--- src/hdl/lpr_pkg.sv ---
// ----------------------------------------------------------------------------
// LRU page replacer package
// Fixed field widths, reset values and the control bundle that the top level
// hands to the recency update logic.
// ----------------------------------------------------------------------------
package lpr_pkg;

  localparam int CFG_W   = 5;
  localparam int SLOT_W  = 4;
  localparam int FAULT_W = 32;

  localparam logic [CFG_W-1:0]   FRAME_COUNT_RESET = 5'd16;
  localparam logic [FAULT_W-1:0] FAULT_MAX         = '1;

  // What a reference does to the frame set.
  typedef struct packed {
    logic hit;    // page already resident
    logic fill;   // miss that takes the next free frame
    logic evict;  // miss that replaces the least recently used frame
  } lpr_ctl_t;

endpackage

--- src/hdl/lpr_match.sv ---
// ----------------------------------------------------------------------------
// LRU page replacer tag match
// Compares the referenced page with every filled frame in parallel and
// returns the lowest matching frame index.
// ----------------------------------------------------------------------------
module lpr_match #(
  parameter int FRAMES     = 16,
  parameter int PAGE_WIDTH = 16,
  parameter int IW         = (FRAMES > 1) ? $clog2(FRAMES) : 1,
  parameter int CW         = $clog2(FRAMES + 1)
) (
  input  logic [PAGE_WIDTH-1:0] page,
  input  logic [PAGE_WIDTH-1:0] frame_page [FRAMES],
  input  logic [CW-1:0]         filled_eff,
  output logic                  hit,
  output logic [IW-1:0]         hit_idx
);

  // Walking downward leaves the lowest matching frame in hit_idx.
  always_comb begin
    hit     = 1'b0;
    hit_idx = '0;
    for (int i = FRAMES - 1; i >= 0; i--) begin
      if ((CW'(i) < filled_eff) && (frame_page[i] == page)) begin
        hit     = 1'b1;
        hit_idx = IW'(i);
      end
    end
  end

endmodule

--- src/hdl/lpr_recency.sv ---
// ----------------------------------------------------------------------------
// LRU page replacer recency update
// Picks the frame a reference lands in and computes the next recency ranks
// and fill count. Rank 0 is the most recently used frame.
// ----------------------------------------------------------------------------
module lpr_recency
  import lpr_pkg::*;
#(
  parameter int FRAMES = 16,
  parameter int IW     = (FRAMES > 1) ? $clog2(FRAMES) : 1,
  parameter int CW     = $clog2(FRAMES + 1)
) (
  input  lpr_ctl_t      ctl,
  input  logic [IW-1:0] hit_idx,
  input  logic [CW-1:0] filled_eff,
  input  logic [IW-1:0] rank [FRAMES],
  output logic [IW-1:0] slot_idx,
  output logic [IW-1:0] rank_next [FRAMES],
  output logic [CW-1:0] filled_next
);

  logic [IW-1:0] victim;
  logic [CW-1:0] thr;
  logic [CW-1:0] limit;

  // With all frames filled the ranks form a permutation, so the oldest frame
  // is the one whose rank equals the fill count minus one.
  always_comb begin
    victim = '0;
    for (int i = 0; i < FRAMES; i++) begin
      if ((CW'(i) < filled_eff) && (CW'(rank[i]) == filled_eff - CW'(1))) begin
        victim = IW'(i);
      end
    end
  end

  always_comb begin
    filled_next = filled_eff;
    if (ctl.hit) begin
      slot_idx = hit_idx;
      thr      = CW'(rank[hit_idx]);
      limit    = filled_eff;
    end else if (ctl.fill) begin
      // A new frame starts older than all others, so every filled frame ages.
      slot_idx    = IW'(filled_eff);
      thr         = filled_eff;
      limit       = filled_eff + CW'(1);
      filled_next = filled_eff + CW'(1);
    end else begin
      slot_idx = victim;
      thr      = CW'(rank[victim]);
      limit    = filled_eff;
    end
  end

  always_comb begin
    for (int i = 0; i < FRAMES; i++) begin
      rank_next[i] = rank[i];
      if (CW'(i) < limit) begin
        if (IW'(i) == slot_idx) begin
          rank_next[i] = '0;
        end else if (CW'(rank[i]) < thr) begin
          rank_next[i] = rank[i] + IW'(1);
        end
      end
    end
  end

endmodule

--- src/hdl/lru_page_replacer_unit.sv ---
// ----------------------------------------------------------------------------
// LRU page replacer
// Fully associative least-recently-used page replacement with a saturating
// fault counter.
// ----------------------------------------------------------------------------
// Each input beat is one page reference and yields one result beat. The
// block takes one reference per clock cycle while results are taken: a
// reference is captured in an input register, and once the result
// register is free or being taken, a parallel tag compare against all
// frames plus the recency rank update settle the frame state and load the
// result register. While a result waits to be taken, one more reference
// can still enter the input register; after that the input stalls until
// the waiting result beat is taken. Writing frame_count empties all
// frames but keeps the fault count; values of 0 act as 1 and values above
// FRAMES act as FRAMES. Write it only while no reference is in flight.
module lru_page_replacer_unit
  import lpr_pkg::*;
#(
  parameter int FRAMES     = 16,
  parameter int PAGE_WIDTH = 16
) (
  input  logic                  clk,
  input  logic                  rst,
  input  logic                  in_valid,
  output logic                  in_ready,
  input  logic [PAGE_WIDTH-1:0] page,
  output logic                  out_valid,
  input  logic                  out_ready,
  output logic                  hit,
  output logic [SLOT_W-1:0]     slot,
  output logic                  evicted_valid,
  output logic [PAGE_WIDTH-1:0] evicted_page,
  output logic [FAULT_W-1:0]    fault_total,
  input  logic                  cfg_we,
  input  logic [CFG_W-1:0]      cfg_wdata
);

  localparam int IW = (FRAMES > 1) ? $clog2(FRAMES) : 1;
  localparam int CW = $clog2(FRAMES + 1);

  logic [CFG_W-1:0]      frame_count;
  logic                  s1_valid;
  logic [PAGE_WIDTH-1:0] s1_page;
  logic [PAGE_WIDTH-1:0] frame_page [FRAMES];
  logic [CW-1:0]         filled;
  logic [IW-1:0]         rank [FRAMES];
  logic [FAULT_W-1:0]    fault_count;

  logic [CW-1:0]         active_n;
  logic [CW-1:0]         filled_eff;
  logic                  m_hit;
  logic [IW-1:0]         hit_idx;
  lpr_ctl_t              ctl;
  logic [IW-1:0]         slot_idx;
  logic [IW-1:0]         rank_next [FRAMES];
  logic [CW-1:0]         filled_next;
  logic [FAULT_W-1:0]    fault_next;
  logic                  advance;

  assign advance  = s1_valid && (!out_valid || out_ready);
  assign in_ready = !s1_valid || advance;

  always_comb begin
    if (frame_count == '0) begin
      active_n = CW'(1);
    end else if (int'(frame_count) > FRAMES) begin
      active_n = CW'(FRAMES);
    end else begin
      active_n = CW'(frame_count);
    end
    filled_eff = (filled > active_n) ? active_n : filled;
  end

  lpr_match #(
    .FRAMES     (FRAMES),
    .PAGE_WIDTH (PAGE_WIDTH),
    .IW         (IW),
    .CW         (CW)
  ) u_match (
    .page       (s1_page),
    .frame_page (frame_page),
    .filled_eff (filled_eff),
    .hit        (m_hit),
    .hit_idx    (hit_idx)
  );

  always_comb begin
    ctl.hit   = m_hit;
    ctl.fill  = !m_hit && (filled_eff != active_n);
    ctl.evict = !m_hit && (filled_eff == active_n);
  end

  lpr_recency #(
    .FRAMES (FRAMES),
    .IW     (IW),
    .CW     (CW)
  ) u_recency (
    .ctl         (ctl),
    .hit_idx     (hit_idx),
    .filled_eff  (filled_eff),
    .rank        (rank),
    .slot_idx    (slot_idx),
    .rank_next   (rank_next),
    .filled_next (filled_next)
  );

  assign fault_next = (!m_hit && (fault_count != FAULT_MAX)) ?
                      fault_count + FAULT_W'(1) : fault_count;

  // Control state and the frame bookkeeping that reset clears.
  always_ff @(posedge clk) begin
    if (rst) begin
      frame_count <= FRAME_COUNT_RESET;
      s1_valid    <= 1'b0;
      out_valid   <= 1'b0;
      filled      <= '0;
      fault_count <= '0;
      for (int i = 0; i < FRAMES; i++) begin
        rank[i] <= '0;
      end
    end else begin
      if (cfg_we) begin
        frame_count <= cfg_wdata;
        filled      <= '0;
        for (int i = 0; i < FRAMES; i++) begin
          rank[i] <= '0;
        end
      end else if (advance) begin
        filled      <= filled_next;
        fault_count <= fault_next;
        for (int i = 0; i < FRAMES; i++) begin
          rank[i] <= rank_next[i];
        end
      end
      if (in_ready) begin
        s1_valid <= in_valid;
      end
      if (advance) begin
        out_valid <= 1'b1;
      end else if (out_ready) begin
        out_valid <= 1'b0;
      end
    end
  end

  // Payload: the input register, the page tags and the result register.
  always_ff @(posedge clk) begin
    if (in_valid && in_ready) begin
      s1_page <= page;
    end
    if (advance) begin
      hit           <= m_hit;
      slot          <= SLOT_W'(slot_idx);
      evicted_valid <= ctl.evict;
      evicted_page  <= ctl.evict ? frame_page[slot_idx] : '0;
      fault_total   <= fault_next;
      if (!m_hit) begin
        frame_page[slot_idx] <= s1_page;
      end
    end
  end

endmodule

--- config.mk ---
export PLATFORM = sky130hd
export DESIGN_NAME = lru_page_replacer_unit
export DESIGN_NICKNAME = d
export VERILOG_FILES = /design/src/hdl/lpr_pkg.sv /design/src/hdl/lpr_match.sv /design/src/hdl/lpr_recency.sv /design/src/hdl/lru_page_replacer_unit.sv
export SDC_FILE = /design/constraint.sdc
export NUM_CORES = 1
export LEC_CHECK = 0
export BUFFER_PORTS_ARGS = -buffer_cell sky130_fd_sc_hd__buf_2
export CAP_MARGIN = 15
export CORE_UTILIZATION = 35
export DETAILED_ROUTE_END_ITERATION = 8
export PLACE_DENSITY = 0.48
export RECOVER_POWER = 25
export SLEW_MARGIN = 5
export SYNTH_ARGS = -nofsm -noshare
export SYNTH_HDL_FRONTEND = slang
export SYNTH_SLANG_ARGS = --single-unit
--- constraint.sdc ---
create_clock -name clk -period 8.6 [get_ports clk]
set_input_delay 0.43 -clock clk [delete_from_list [all_inputs] [get_ports clk]]
set_output_delay 0.43 -clock clk [all_outputs]
set_load 0.005 [all_outputs]
# Word level (Yosys, flattened, before mapping)
# Index checks and enable logic that the tools add are counted.
dict set report totals {
  romBits 0
  n_memories 0
  inputBits 26
  mem_bits_rw 0
  ff_bits 434
  latchBits 0
}
dict set report classes {
  muxes 103
  eq_ne 49
  n_addsub 19
  div 0
  n_lt_le_gt_ge 54
  n_mul 0
  shift 0
  n_bitwise 5
  reduce_logical 80
}
# op count
set op_table {}
lappend op_table {{256-bit bitwise mux} 1}
lappend op_table {{16-bit == test} 16}
lappend op_table {{4-bit 2-to-1 mux} 62}
lappend op_table {{4-bit by 5-bit less-than comparator with 1-bit output} 16}
lappend op_table {{4-bit by 5-bit less-than comparator with 1-bit output (first input constant)} 16}
lappend op_table {{4-bit by 5-bit == test with 1-bit output} 15}
lappend op_table {{4-bit by 1-bit adder with 4-bit output (second input constant)} 16}
lappend op_table {{16-bit binary-select mux with 4-bit select} 1}
lappend op_table {{16-bit demux with 4-bit select} 1}
lappend op_table {{16-bit 2-to-1 mux} 3}
lappend op_table {{3-bit AND reduction} 16}
lappend op_table {{3-bit by 5-bit less-than comparator with 1-bit output (first input constant)} 8}
lappend op_table {{1-bit logical AND} 37}
lappend op_table {{5-bit 2-to-1 mux} 7}
lappend op_table {{2-bit nonzero test} 17}
lappend op_table {{32-bit by 1-bit adder with 32-bit output (second input constant)} 1}
lappend op_table {{4-bit binary-select mux with 4-bit select} 2}
lappend op_table {{4-bit == test (first input constant)} 8}
lappend op_table {{32-bit 2-to-1 mux} 1}
lappend op_table {{32-bit inequality test (second input constant)} 1}
lappend op_table {{1-bit by 5-bit less-than comparator with 1-bit output (first input constant)} 4}
lappend op_table {{2-bit by 5-bit less-than comparator with 1-bit output (first input constant)} 4}
lappend op_table {{1-bit 2-to-1 mux} 19}
lappend op_table {{3-bit by 4-bit == test with 1-bit output (first input constant)} 4}
lappend op_table {{20 further kinds} 34}

# Depth between registers and ports, before layout
# Gate-level depths: netlist (run 1).
dict set report depth {
  word_depth 33
  mapped_depth 38
  depth_no_buf 34
}

# Hierarchy
# A second synthesis (run 1) with hierarchy kept.
dict set report unflattened {
  cells_unflattened 2425
  hier_area_um2 27128.5
}
# mod seq_area_each_um2 cells_per_inst area_each_um2 instances
set modules_own_cells {}
lappend modules_own_cells {lru_page_replacer_unit 11951.5 1132 16977.5 1}
lappend modules_own_cells {lpr_recency 0.0 861 6600.1 1}
lappend modules_own_cells {lpr_match 0.0 432 3550.9 1}

# Worst setup path before layout (run 1)
# Ideal clock, no wire load.
dict set report synth_timing {
  path_type {register -> register}
  startpoint {reg frame_count[2]}
  endpoint {reg rank[31] (netlist name)}
  n_path_buf 6
  slack_ps -171
  arrival_time_ps 8643
  path_stages_with_launch 36
  required_ps 8472
  cell_sequence {dfxtp_1 > nor2b_1 > inv_1 > ha_1 > o211a_1 > o31a_1 > buf_6 > o22ai_1 > or2_1 > inv_2 > buf_2 > buf_2 > ha_1 > xnor2_1 > mux2i_1 > buf_4 > xnor2_1 > nand3_1 > nor4_1 > inv_1 > a31oi_1 > buf_2 > buf_1 > mux2i_1 > a21oi_1 > a21oi_1 > a21oi_1 > o21ai_0 > ha_1 > a21o_1 > a21o_1 > a31oi_1 > nor2_1 > or3b_2 > a311oi_1 > nor2_1}
}
dict set report synth_via {
  elab_chain_cells 32
  elab_cells_between_ends 140
  classes_between {add/sub (2); order compare (20); eq/ne (17); mux (63); bitwise (2); reduce/logical (36)}
}
# element line
set synth_rtl {}
lappend synth_rtl {{from (decl)} lru_page_replacer_unit.sv:41} ;# logic [CFG_W-1:0] frame_count;
lappend synth_rtl {{from (signal assigned)} lru_page_replacer_unit.sv:123} ;# frame_count <= cfg_wdata;
lappend synth_rtl {{5-bit > comparator} lru_page_replacer_unit.sv:66} ;# end else if (int'(frame_count) > FRAMES) begin
lappend synth_rtl {{5-bit 2-to-1 mux} lru_page_replacer_unit.sv:66}
lappend synth_rtl {{5-bit 2-to-1 mux *} lru_page_replacer_unit.sv:64} ;# if (frame_count == '0) begin
lappend synth_rtl {{5-bit > comparator} lru_page_replacer_unit.sv:71} ;# filled_eff = (filled > active_n) ? active_n : filled;
lappend synth_rtl {{5-bit 2-to-1 mux} lru_page_replacer_unit.sv:71}
lappend synth_rtl {{5-bit by 1-bit subtractor with 5-bit output} --}
lappend synth_rtl {{4-bit by 5-bit == test with 1-bit output} lpr_recency.sv:31} ;# if ((CW'(i) < filled_eff) && (CW'(rank[i]) == filled_eff - CW'(1))) begin
lappend synth_rtl {{1-bit logical AND} lpr_recency.sv:31}
lappend synth_rtl {{[... 15 more ...]} --}
lappend synth_rtl {{4-bit inverter with 5-bit output (implied by the code)} lpr_recency.sv:51} ;# thr = CW'(rank[victim]);
lappend synth_rtl {{4-bit binary-select mux with 4-bit select} lpr_recency.sv:51}
lappend synth_rtl {{4-bit 2-to-1 mux (implied by the code) (2 in a row)} lpr_recency.sv:51}
lappend synth_rtl {{5-bit 2-to-1 mux} lpr_recency.sv:43} ;# end else if (ctl.fill) begin
lappend synth_rtl {{5-bit 2-to-1 mux} lpr_recency.sv:39} ;# if (ctl.hit) begin
lappend synth_rtl {{4-bit by 5-bit less-than comparator with 1-bit output} lpr_recency.sv:62} ;# end else if (CW'(rank[i]) < thr) begin
lappend synth_rtl {{2-bit nonzero test (no line)} --}
lappend synth_rtl {{3-bit AND reduction (no line)} --}
lappend synth_rtl {{to (signal, indexed assignment)} lru_page_replacer_unit.sv:132} ;# rank[i] <= rank_next[i];
lappend synth_rtl {{to (decl)} lru_page_replacer_unit.sv:46} ;# logic [IW-1:0] rank [FRAMES];
# Mark *: on every way between the ends. The rest lies on a longest branch, timed or not. The select of a mux whose other input is x is not followed.
# A chain may end at the register's enable or synchronous reset.

# Worst setup path in the final report (run 1)
dict set report layout_timing {
  startpoint {reg frame_count[1]}
  endpoint {reg rank[31] (netlist name)}
}
# Same word-level chain as after synthesis.

==> key figures, run 1 <==
Outcome
  – Outcome: finished with violations
  – Failing checks: max-capacitance violations, max-slew violations

Clocking
  – Num CTS Buffers: 50
  – Post-CTS Setup Inserts: 0
  – Buffer levels on the longest clock path: 3
  – Worst skew pair latency: 0.63 ns
  – Clock-pin slew on the worst setup and hold paths: about 0.06 ns
  – CTS sink cnt: ~430
  – Root buf cell: clkbuf_16
  – CTS HTree Levels: 2
  – CTS tree: yes

Placed design
  – HPWL Detailed: between 60000 and 70000 µm
  – I/O Buffers: 81
  – Cell Area, Placed: around 28000 µm²
  – RD Place Congestion: roughly 0.99

STA
  – Fin Hold WS: 0.0374 ns
  – FMAX: between 100 and 150 MHz
  – Final Max Tran Viols: between 200 and 300
  – Max Clock Skew: between 0.05 and 0.06 ns
  – Final setup fails: 0
  – Count of final hold-check violations: 0
  – Fin crit period: about 8.2 ns
  – Worst slew pin tran: ~2.4 ns
  – Crit share post-route: 0.951
  – Setup TNS: 0 ns
  – Slew headroom: -0.585

Final layout
  – Diode count: 0
  – Layout cells sized above 1: 0.124
  – Nets@finish: 2896
  – Area grow syn2layout: 14.5%
  – Design area: roughly 30000 µm²
  – Layout fillers: approximately 7.4k

Yosys
  – Async set-reset flop share out of synthesis: 0
  – Synth cell types: between 90 and 100
  – Syn_area_per_cell: about 9.8 µm²
  – Mapped Nets: between 2k and 3k
  – Ys Warns: 0
  – Ys flop type: edfxtp_1
  – Post-synth EDFFs: approximately 330
  – Sequential-to-total area share from yosys stat: 0.455
  – Mapped Cells: around 2.7k
  – Yosys reg bits: roughly 430
  – Synthesized area: between 20000 and 30000 µm²

Drt
  – DR pass1 iterations: 5
  – DR vias: about 22k
  – Initial DRC count: 1741
  – Final wirelength: 93000 µm
  – Via/cell ratio: about 5.7
  – Average wire per standard cell: between 20 and 25 µm
  – Antenna-violating nets left: 0
  – # DRC: 0

Floorplanning
  – Die ar.: around 76000 µm²
  – Die Span X: ~280 µm
  – Die span in y: roughly 280 µm
  – Rows: 100
  – Initial core utilization: 0.353
  – Core area: ~74000 µm²
  – # IOs: between 80 and 90

Worst setup path
  – Crit path arrival time: between 8 and 9 ns
  – Slowest library cell on the worst path: or4_1
  – Most used cell, CP: a211oi_1
  – WS Path Type: reg2reg
  – Crit-path max cell delay: ~0.53 ns
  – Crit path max-delay family: compound AO/OA/AOI/OAI gates
  – CP Max Fanout: 11
  – CP bufs+invs: 3
  – Worst Setup End Kind: register
  – CP Launch Type: register
  – Critical path data required time: 9.05 ns

GRT
  – Largest net degree at the start of global routing: between 60 and 70
  – Initial antenna violation count: 0
  – Total grt overflow: 0
  – First-pass GRT wire length: about 140000 µm
  – Tot GR Track Use: 0.243
  – Number of global-route vias before repair: 21.2k

Flow run
  – Max cap viols: 8

Pwr
  – Leakage: 11.2 nW
  – Peak VDD IR: between 0.15 and 0.2 mV
  – PD cells: ~170 nW/µm²

Min path
  – Hold Path Class: in2reg
[cells by family after synthesis]
group	count (synthesis)	synth area share
simple gates	1037	0.187
compound gates	491	0.129
flops	434	0.455
xor+xnor	378	0.133
buf+inv	193	0.0317
fa+ha+maj	73	0.0348
mux	65	0.0299
[area by class of cell]
| cell class | instances | area, µm² | area share |
|---|---|---|---|
| well taps | 969 | 1210 | 0.0403 |
| clock buffers | 63 | 1330 | 0.0442 |
| clock inverters | 30 | 292 | 0.00969 |
| multi-input cells | 2045 | 13600 | 0.453 |
| flip-flops and latches | 434 | 12000 | 0.397 |
| inverters | 42 | 161 | 0.00537 |
| repair buffers | 224 | 1520 | 0.0505 |
[timing repair]
item	4_1_cts	5_1_grt
endpoints found under the setup margin	0	64
resized for setup	0	7
hold buffers	16	0
endpoints found under the hold margin	16	0
[layer usage]
layer  vias to the layer above  part of all wire  track usage
li1                      10000                 -            -
met1                     10900              0.44        0.326
met2                       653              0.48        0.404
met3                       155             0.048       0.0277
met4                         0             0.032       0.0829
met5                         -                 0            0
[metrics by stage]
step / util / worst slack [ns] / total power, mW / std cells
floorplan: - / 0.213 / 2.78 / 2671
global placement: 0.381 / 0.172 / 3.03 / 3697
detailed placement: 0.381 / 0.159 / 3.03 / 3697
CTS: 0.405 / 0.0798 / 5.19 / 3806
global route: 0.405 / -0.000197 / 5.32 / 3807
finish: 0.405 / 0.421 / 5.15 / 3807
[placed cells by master, fill, tap and decap left out, types with 53 or more instances in the layout]
cell type  instances
nand2_1          451
edfxtp_1         326
xnor2_1          203
xor2_1           161
nor2_1           136
nand3_1          114
buf_4            110
dfxtp_1          108
a21oi_1          103
buf_2             79
ha_1              73
a31oi_1           70
nand4_1           69
o21ai_0           65
nor4_1            54
and3_1            53
[sequential cells by signal, summed over array words and instances (netlist names)]
name and cells:
evicted_valid 1, evicted_page 16, s1_valid 1, frame_page 256
filled 5, rank 64, s1_page 16, frame_count 5
hit 1, fault_total 32, slot 4, fault_count 32
out_valid 1
[where the power goes]
| part | internal (mW) | total, mW | switching (mW) |
|---|---|---|---|
| Combinational | 0.233 | 0.685 | 0.452 |
| Clock | 1.22 | 2.14 | 0.924 |
| Sequential | 2.29 | 2.32 | 0.0333 |
[synth_stat cells, types with 29 or more instances]
master	instances	area share
mux2i_1	41	0.016
nand3_1	114	0.022
a21o_1	42	0.012
nand2_1	451	0.064
nand4_1	69	0.016
o21ai_0	67	0.013
nor4_1	55	0.013
dfxtp_1	108	0.082
ha_1	73	0.035
xor2_1	161	0.054
a31oi_1	71	0.017
clkbuf_1	80	0.011
xnor2_1	204	0.068
and3_1	53	0.013
nor3_1	29	0.0055
edfxtp_1	326	0.37
buf_2	39	0.0074
a21oi_1	103	0.020
inv_1	36	0.0051
a211oi_1	35	0.010
nor2_1	140	0.020
[tightest hold or removal path: stages]
cell and delay [ns]:
buf_2 0.09, a21oi_1 0.03, nor2_1 0.07
[path summary, 6_finish.rpt]
check                           slack [ns]                     end                         from  cells past startpoint
worst min-delay path                  0.04   s1_valid$_SDFFE_PP0N_                     in_valid                      3
worst max register to register        0.42   rank[31]$_SDFFE_PP0P_  frame_count[1]$_SDFFE_PP0P_                     32
worst max-delay path                  0.42   rank[31]$_SDFFE_PP0P_  frame_count[1]$_SDFFE_PP0P_                     32
worst min register to register        0.52  out_valid$_SDFFE_PP0P_        s1_valid$_SDFFE_PP0N_                      2
(Power assumes the default switching activity.)
==> run 2: changes to the inputs <==
ABC_AREA = 1   (was default)
CORE_UTILIZATION = 50   (was 35)
PLACE_DENSITY = 0.65   (was 0.48)
==> run 2 against run 1 <==
Compared with the run above:
- the run still ends with max-capacitance violations, max-slew violations left
- register-to-register slack gained 0.14 ns
- clock skew fell by 0.026 ns
- sequential power up 3%
- first-iteration DRC count rose by 61%
- power increased by 19%
- synthesized area grew 0.37%
- fmax up 1.8%
==> key figures, run 2 <==
Clocking
  – CTS sink cnt: between 400 and 500
  – Post-cts sizing count: 0
  – Num CTS Buffers: 49
  – Clock-pin slew on the worst setup and hold paths: around 0.060 ns
  – Post-CTS Setup Inserts: 0
  – CTS Hold Bufs: 13
  – CTS HTree Levels: 2
  – CTS tree: yes
  – Buffer levels on the longest clock path: 3
  – Worst skew pair latency: 0.61 ns
  – Root buf cell: clkbuf_16

Placed design
  – Pre-CTS setup slack: between 0.9 and 1 ns
  – RD Place Congestion: 1.00
  – I/O Buffers: 81
  – HPWL Detailed: 66800 µm

Min path
  – Hold Path Class: in2reg
  – HP Start: page[15]

STA
  – Slew headroom: -0.386
  – Crit share post-route: 0.935
  – Setup TNS: 0 ns
  – FMAX: between 100 and 150 MHz
  – Max Clock Skew: between 0.02 and 0.03 ns
  – Final setup fails: 0
  – Final WS setup: between 0.5 and 0.6 ns
  – Fin Hold WS: around 0.028 ns
  – Worst slew pin tran: approximately 2.1 ns
  – Unrepaired setup endpoints after global routing: no
  – Final Max Tran Viols: around 250
  – Fin crit period: roughly 8 ns
  – Count of final hold-check violations: 0

Floorplanning
  – Core area: about 52000 µm²
  – Die Span X: 232 µm
  – Die ar.: roughly 54000 µm²
  – Rows: just over 80
  – Initial core utilization: 0.510
  – # IOs: 82
  – Die span in y: roughly 230 µm

Drt
  – Antenna-violating nets left: 0
  – Via/cell ratio: about 6
  – Initial DRC count: roughly 2.8k
  – # DRC: 0
  – DR vias: 23.2k
  – Final wirelength: about 90000 µm
  – DR pass1 iterations: 6
  – Average wire per standard cell: 24.0 µm

Worst setup path
  – Critical R2R Capture: rank[35]$_SDFFE_PP0P_
  – Worst Setup EP: rank[35]$_SDFFE_PP0P_
  – Worst Setup End Kind: register
  – Crit path from: s1_page[2]$_DFFE_PP_
  – Slowest library cell on the worst path: clkbuf_1
  – Worst Reg-to-Reg Cells: 29
  – CP Launch Type: register
  – Critical path data required time: between 9 and 10 ns
  – CP Max Fanout: 33
  – WS Path Type: reg2reg
  – Reg2reg setup slack: roughly 0.56 ns
  – R2r startpoint: s1_page[2]$_DFFE_PP_
  – Crit-path max cell delay: 1.47 ns
  – Most used cell, CP: nand2_1
  – Crit path arrival time: 8.52 ns

GRT
  – Largest net degree at the start of global routing: 65
  – Initial antenna violation count: 1
  – Total grt overflow: 0
  – Tot GR Track Use: 0.344
  – Number of global-route vias before repair: between 20k and 25k
  – First-pass GRT wire length: 138000 µm

Final layout
  – Area grow syn2layout: 11.7%
  – End-of-flow core utilization: 0.570
  – Largest Register: frame_page
  – Top Registers: frame_page x256, rank x64
  – Commonest non-fill, non-tap cell in the layout: nand2_1
  – Diode count: 0
  – Max FFs per register: 256
  – Sequential cell area: around 12000 µm²
  – Layout cells sized above 1: 0.118
  – Layout fillers: roughly 4.6k
  – Most frequent cells in the layout: 593 x nand2_1, 326 x edfxtp_1, 305 x inv_1, 260 x nand3_1, 209 x nor2_1
  – Multi-input logic area: about 13000 µm²
  – Nets@finish: between 3k and 4k

Yosys
  – Synthesized area: about 26000 µm²
  – Async set-reset flop share out of synthesis: 0
  – Post-synth top area share: 0.371
  – Largest area contributor in the netlist: edfxtp_1
  – Mapped Nets: roughly 3.1k
  – Ys Warns: 0
  – Syn_area_per_cell: around 8.7 µm²
  – Post-synth EDFFs: around 330
  – Yosys reg bits: between 400 and 500
  – Sequential-to-total area share from yosys stat: 0.453
  – Largest cells by area after synthesis: edfxtp_1 37%, nand2_1 8.5%, dfxtp_1 8.2%
  – Synth cell types: 76
  – Most common cell in the netlist: nand2_1
  – Mapped Cells: approximately 3.0k
  – Ys flop type: edfxtp_1
  – Synth cell count leaders: 594 x nand2_1, 326 x edfxtp_1, 305 x inv_1, 260 x nand3_1, 210 x nor2_1

Outcome
  – Failing checks: max-capacitance violations, max-slew violations
  – Outcome: finished with violations

Pwr
  – Peak VDD IR: between 0.15 and 0.2 mV
  – PD cells: ~210 nW/µm²
  – Leakage: about 12 nW

Flow run
  – Max cap viols: 8
-- run 2: changes by cell type in the layout (fill, tap and decap cells not counted), moves of 59 or more --
| cell | before | now |
|---|---|---|
| inv_1 | 36 | 305 |
| nand3_1 | 114 | 260 |
| nand2_1 | 451 | 593 |
| xnor2_1 | 203 | 102 |
| nor2_1 | 136 | 209 |
| a31oi_1 | 70 | 8 |
| a22oi_1 | 1 | 60 |
-- run 2: layout make-up --
cell class / count / share of cell area
tap: 680 / 0.0289
sequential: 434 / 0.406
timing repair buffer: 164 / 0.0369
multi-input combinational: 2140 / 0.425
clock inverter: 34 / 0.0167
inverter: 337 / 0.0434
clock buffer: 56 / 0.0435
-- run 2: worst min path at each step --
stage                                        to  slack [ns]  cells after the start
finish                    s1_page[15]$_DFFE_PP_        0.03                      1
global route              s1_page[13]$_DFFE_PP_        0.02                      1
CTS                       s1_page[12]$_DFFE_PP_        0.01                      1
detailed placement  frame_count[0]$_SDFFE_PP0P_        0.48                      2
global placement    frame_count[0]$_SDFFE_PP0P_        0.46                      2
floorplan           frame_count[0]$_SDFFE_PP0P_        0.43                      2
-- run 2: logic make-up after synthesis --
logic type	Yosys count	synth area share
fa+ha+maj	73	0.0346
xor+xnor	252	0.0840
buf+inv	464	0.0730
compound gates	475	0.116
simple gates	1340	0.239
flops	434	0.453
-- run 2: per-stage QoR --
stage / cell area, µm² / power (mW) / cells
after detailed placement: 27600 / 3.78 / 3741
after CTS: 29500 / 6.10 / 3844
after floorplan: 26400 / 3.29 / 3038
after global routing: 29500 / 6.31 / 3845
final: 29500 / 6.13 / 3845
after global placement: 27600 / 3.76 / 3741
-- run 2: worst max-delay path, delay by kind of cell (launching register included) --
| kind | cells | cell delay [ns] |
|---|---|---|
| DFF | 1 | 0.32 |
| buffers and inverters | 5 | 2.96 |
| and+or+nand+nor | 16 | 2.92 |
| adders and majority gates | 1 | 0.31 |
| AOI/OAI and AO/OA | 7 | 1.37 |
-- run 2: power breakdown --
group | internal [mW] | leakage (nW) | switching, mW
sequential | 2.33 | 3.85 | 0.0511
clock | 1.43 | 0.855 | 0.907
combinational | 0.399 | 7.16 | 1.01
-- run 2: routing by layer --
metal	part of all wire	vias up	track usage
met2	0.45	1269	0.544
met4	0.048	0	0.154
li1	-	10600	-
met3	0.099	262	0.0648
met5	0	-	0
met1	0.40	11100	0.459
==> run 3: changes to the inputs <==
SYNTH_HIERARCHICAL = 1   (was default)
==> run 3 against run 2 <==
Compared with the run above:
- the flow still finishes with violations (max-capacitance violations, max-slew violations)
- clock skew up 0.0056 ns
- sequential share of layout area down 1.1 points
- worst hold slack better by 0.046 ns
- largest cell class unchanged
- design area is 2.8% higher
- power decreased by 4.3%
- critical path type unchanged
- cell count grew 8.3%
- non-clock buffer count grew 21
- routed wire length rose by 18%
- global-route usage is 4.4 points higher
==> key figures, run 3 <==
Outcome
  – Outcome: finished with violations
  – Failing checks: max-capacitance violations, max-slew violations

Yosys
  – Xor/xnor cell area share of the yosys netlist: 0.0498
  – Sequential-to-total area share from yosys stat: 0.439
  – Post-synth top area share: 0.359
  – Multiplexer share of the synthesized area: 0
  – Synthesized area: 27200 µm²
  – Synth cell count leaders: 757 x nand2_1, 326 x edfxtp_1, 297 x nand3_1, 293 x nor2_1, 244 x inv_1
  – Mapped Nets: ~3.5k
  – Syn_area_per_cell: between 8 and 9 µm²
  – Ys Warns: 6
  – Post-synth EDFFs: 326
  – Largest area contributor in the netlist: edfxtp_1
  – Synth cell types: 57
  – Adder-Cell Fraction of Synth Area: 0.0335
  – Yosys reg bits: roughly 430
  – Simple-gate share of the synthesized area: 0.255
  – Largest cells by area after synthesis: edfxtp_1 36%, nand2_1 10%, dfxtp_1 7.9%
  – Ys flop type: edfxtp_1
  – Main combinational cell family by area after synthesis: simple AND/OR/NAND/NOR gates
  – Mapped Cells: 3359
  – Async set-reset flop share out of synthesis: 0
  – Compound-cell area share of the yosys netlist: 0.154
  – Most common cell in the netlist: nand2_1

Pwr
  – Overall power: 5.86 mW
  – PD cells: 194 nW/µm²
  – Peak VDD IR: around 0.22 mV
  – Leakage: ~12 nW

STA
  – Unrepaired setup endpoints after global routing: no
  – Setup TNS: 0 ns
  – Count of final hold-check violations: 0
  – Fin Hold WS: about 0.073 ns
  – Fin crit period: just over 8 ns
  – Crit share post-route: 0.959
  – Final Max Tran Viols: around 250
  – Max Clock Skew: roughly 0.032 ns
  – Slew headroom: -0.564
  – FMAX: 121 MHz
  – Final setup fails: 0
  – Worst slew pin tran: roughly 2.3 ns

Min path
  – HP Start: cfg_we
  – Hold Crit Depth: 2
  – Hold EP: frame_count[4]$_SDFFE_PP1P_
  – Hold Path Class: in2reg

Final layout
  – Top Registers: frame_page x256, rank x64
  – Most frequent cells in the layout: 755 x nand2_1, 326 x edfxtp_1, 297 x nand3_1, 290 x nor2_1, 241 x inv_1
  – Nets@finish: 3532
  – Max FFs per register: 256
  – Layout cells sized above 1: 0.113
  – Design area: around 30000 µm²
  – Area grow syn2layout: 11.1%
  – End-of-flow core utilization: 0.563
  – Commonest non-fill, non-tap cell in the layout: nand2_1
  – Diode count: 0
  – Largest Register: frame_page

Clocking
  – Clock-pin slew on the worst setup and hold paths: about 0.060 ns
  – CTS tree: yes
  – CTS HTree Levels: 2
  – Num CTS Buffers: 49
  – CTS sink cnt: around 430
  – Buffer levels on the longest clock path: 3
  – Post-CTS Setup Inserts: 0
  – Root buf cell: clkbuf_16
  – Worst skew pair latency: between 0.6 and 0.7 ns

Worst setup path
  – Worst Reg-to-Reg Cells: 28
  – Reg2reg setup slack: approximately 0.35 ns
  – Crit-path max cell delay: between 1 and 1.5 ns
  – CP Max Fanout: 34
  – Worst Setup End Kind: register
  – Critical path data required time: 8.96 ns
  – Crit path arrival time: between 8 and 9 ns
  – R2r startpoint: s1_page[0]$_DFFE_PP_
  – CP Launch Type: register
  – Slowest library cell on the worst path: clkbuf_1
  – Most used cell, CP: nor2_1
  – Critical R2R Capture: evicted_page[4]$_SDFFCE_PN0P_
  – WS Path Type: reg2reg

Flow run
  – Max cap viols: 9

Drt
  – DR vias: roughly 27k
  – Average wire per standard cell: approximately 26 µm
  – Initial DRC count: around 4k
  – Via/cell ratio: about 6.4
  – Final wirelength: ~110000 µm
  – Antenna-violating nets left: 0
  – DR pass1 iterations: 8
  – # DRC: 0

GRT
  – Largest net degree at the start of global routing: 96
  – Total grt overflow: 0
  – Number of global-route vias before repair: approximately 24k
  – First-pass GRT wire length: 161000 µm
  – Initial antenna violation count: 5
  – Tot GR Track Use: 0.388

Floorplanning
  – Rows: 85
  – Core area: ~54000 µm²
  – Die span in y: 235 µm
  – # IOs: 82
  – Die ar.: ~55000 µm²
  – Initial core utilization: 0.506
  – Die Span X: about 240 µm

Placed design
  – RD Place Congestion: 1.02
  – Cell Area, Placed: between 20000 and 30000 µm²
  – HPWL Detailed: 77800 µm
  – I/O Buffers: approximately 80
[run 3: cell types whose count changed in the layout (fill, tap and decap cells not counted), moves of 56 or more]
| cell | previous run | this run |
|---|---|---|
| nand2_1 | 593 | 755 |
| a31oi_1 | 8 | 69 |
| xnor2_1 | 102 | 46 |
| nor2_1 | 209 | 290 |
| inv_1 | 305 | 241 |
| a21oi_1 | 140 | 221 |
[run 3: per-stage QoR]
stage | cells | setup slack [ns]
detailed placement | 4061 | 0.241
global placement | 4060 | 0.200
global route | 4166 | 0.114
floorplan | 3359 | 0.908
CTS | 4165 | 0.191
finish | 4166 | 0.350
[run 3: cell families after synthesis]
logic type               count (synthesis)
AND/OR/NAND/NOR                       1575
AO/OA/AOI/OAI                          685
buffers and inverters                  437
flip-flops                             434
XOR/XNOR                               155
adder cells (fa/ha/maj)                 73
[run 3: layout make-up]
type | instances | area, µm²
fill | 4918 | 23500
timing repair buffer | 185 | 1250
sequential | 434 | 12000
multi-input combinational | 2488 | 13500
clock inverter | 26 | 305
inverter | 275 | 1050
tap | 696 | 871
clock buffer | 62 | 1370
[run 3: how the worst max path moves through the flow]
stage                                startpoint                            end  slack, ns
global route        frame_count[0]$_SDFFE_PP0P_          rank[60]$_SDFFE_PP0P_       0.11
global placement    frame_count[0]$_SDFFE_PP0P_          rank[61]$_SDFFE_PP0P_       0.20
CTS                 frame_count[0]$_SDFFE_PP0P_          rank[60]$_SDFFE_PP0P_       0.19
detailed placement  frame_count[0]$_SDFFE_PP0P_          rank[60]$_SDFFE_PP0P_       0.24
floorplan           frame_count[0]$_SDFFE_PP0P_          rank[54]$_SDFFE_PP0P_       0.91
finish                     s1_page[0]$_DFFE_PP_  evicted_page[4]$_SDFFCE_PN0P_       0.35
[run 3: repair_timing]
action | in CTS | in global routing
endpoints found under the hold margin | 16 | 0
hold buffers | 16 | 0
gates resized for setup | 0 | 4
endpoints found under the setup margin | 0 | 22
[run 3: report_power, final]
part / total (mW) / leakage [nW] / switching [mW] / internal [mW]
Clock: 2.20 / 0.805 / 0.920 / 1.28
Sequential: 2.38 / 3.85 / 0.0613 / 2.32
Combinational: 1.28 / 7.07 / 0.908 / 0.377
Total: 5.86 / 11.7 / 1.89 / 3.97
[run 3: routing by layer]
metal,GRT usage,vias to the layer above,share of wire
li1,-,11800,-
met1,0.550,12700,0.41
met5,0,-,0.00070
met2,0.571,1728,0.42
met3,0.0793,306,0.11
met4,0.174,6,0.051
[run 3: worst max-delay path, delay by kind of cell, from the launching register on]
family | cells | cell delay, ns
AOI/OAI and AO/OA | 7 | 1.97
buffers and inverters | 7 | 3.06
DFF | 1 | 0.34
and+or+nand+nor | 14 | 2.56
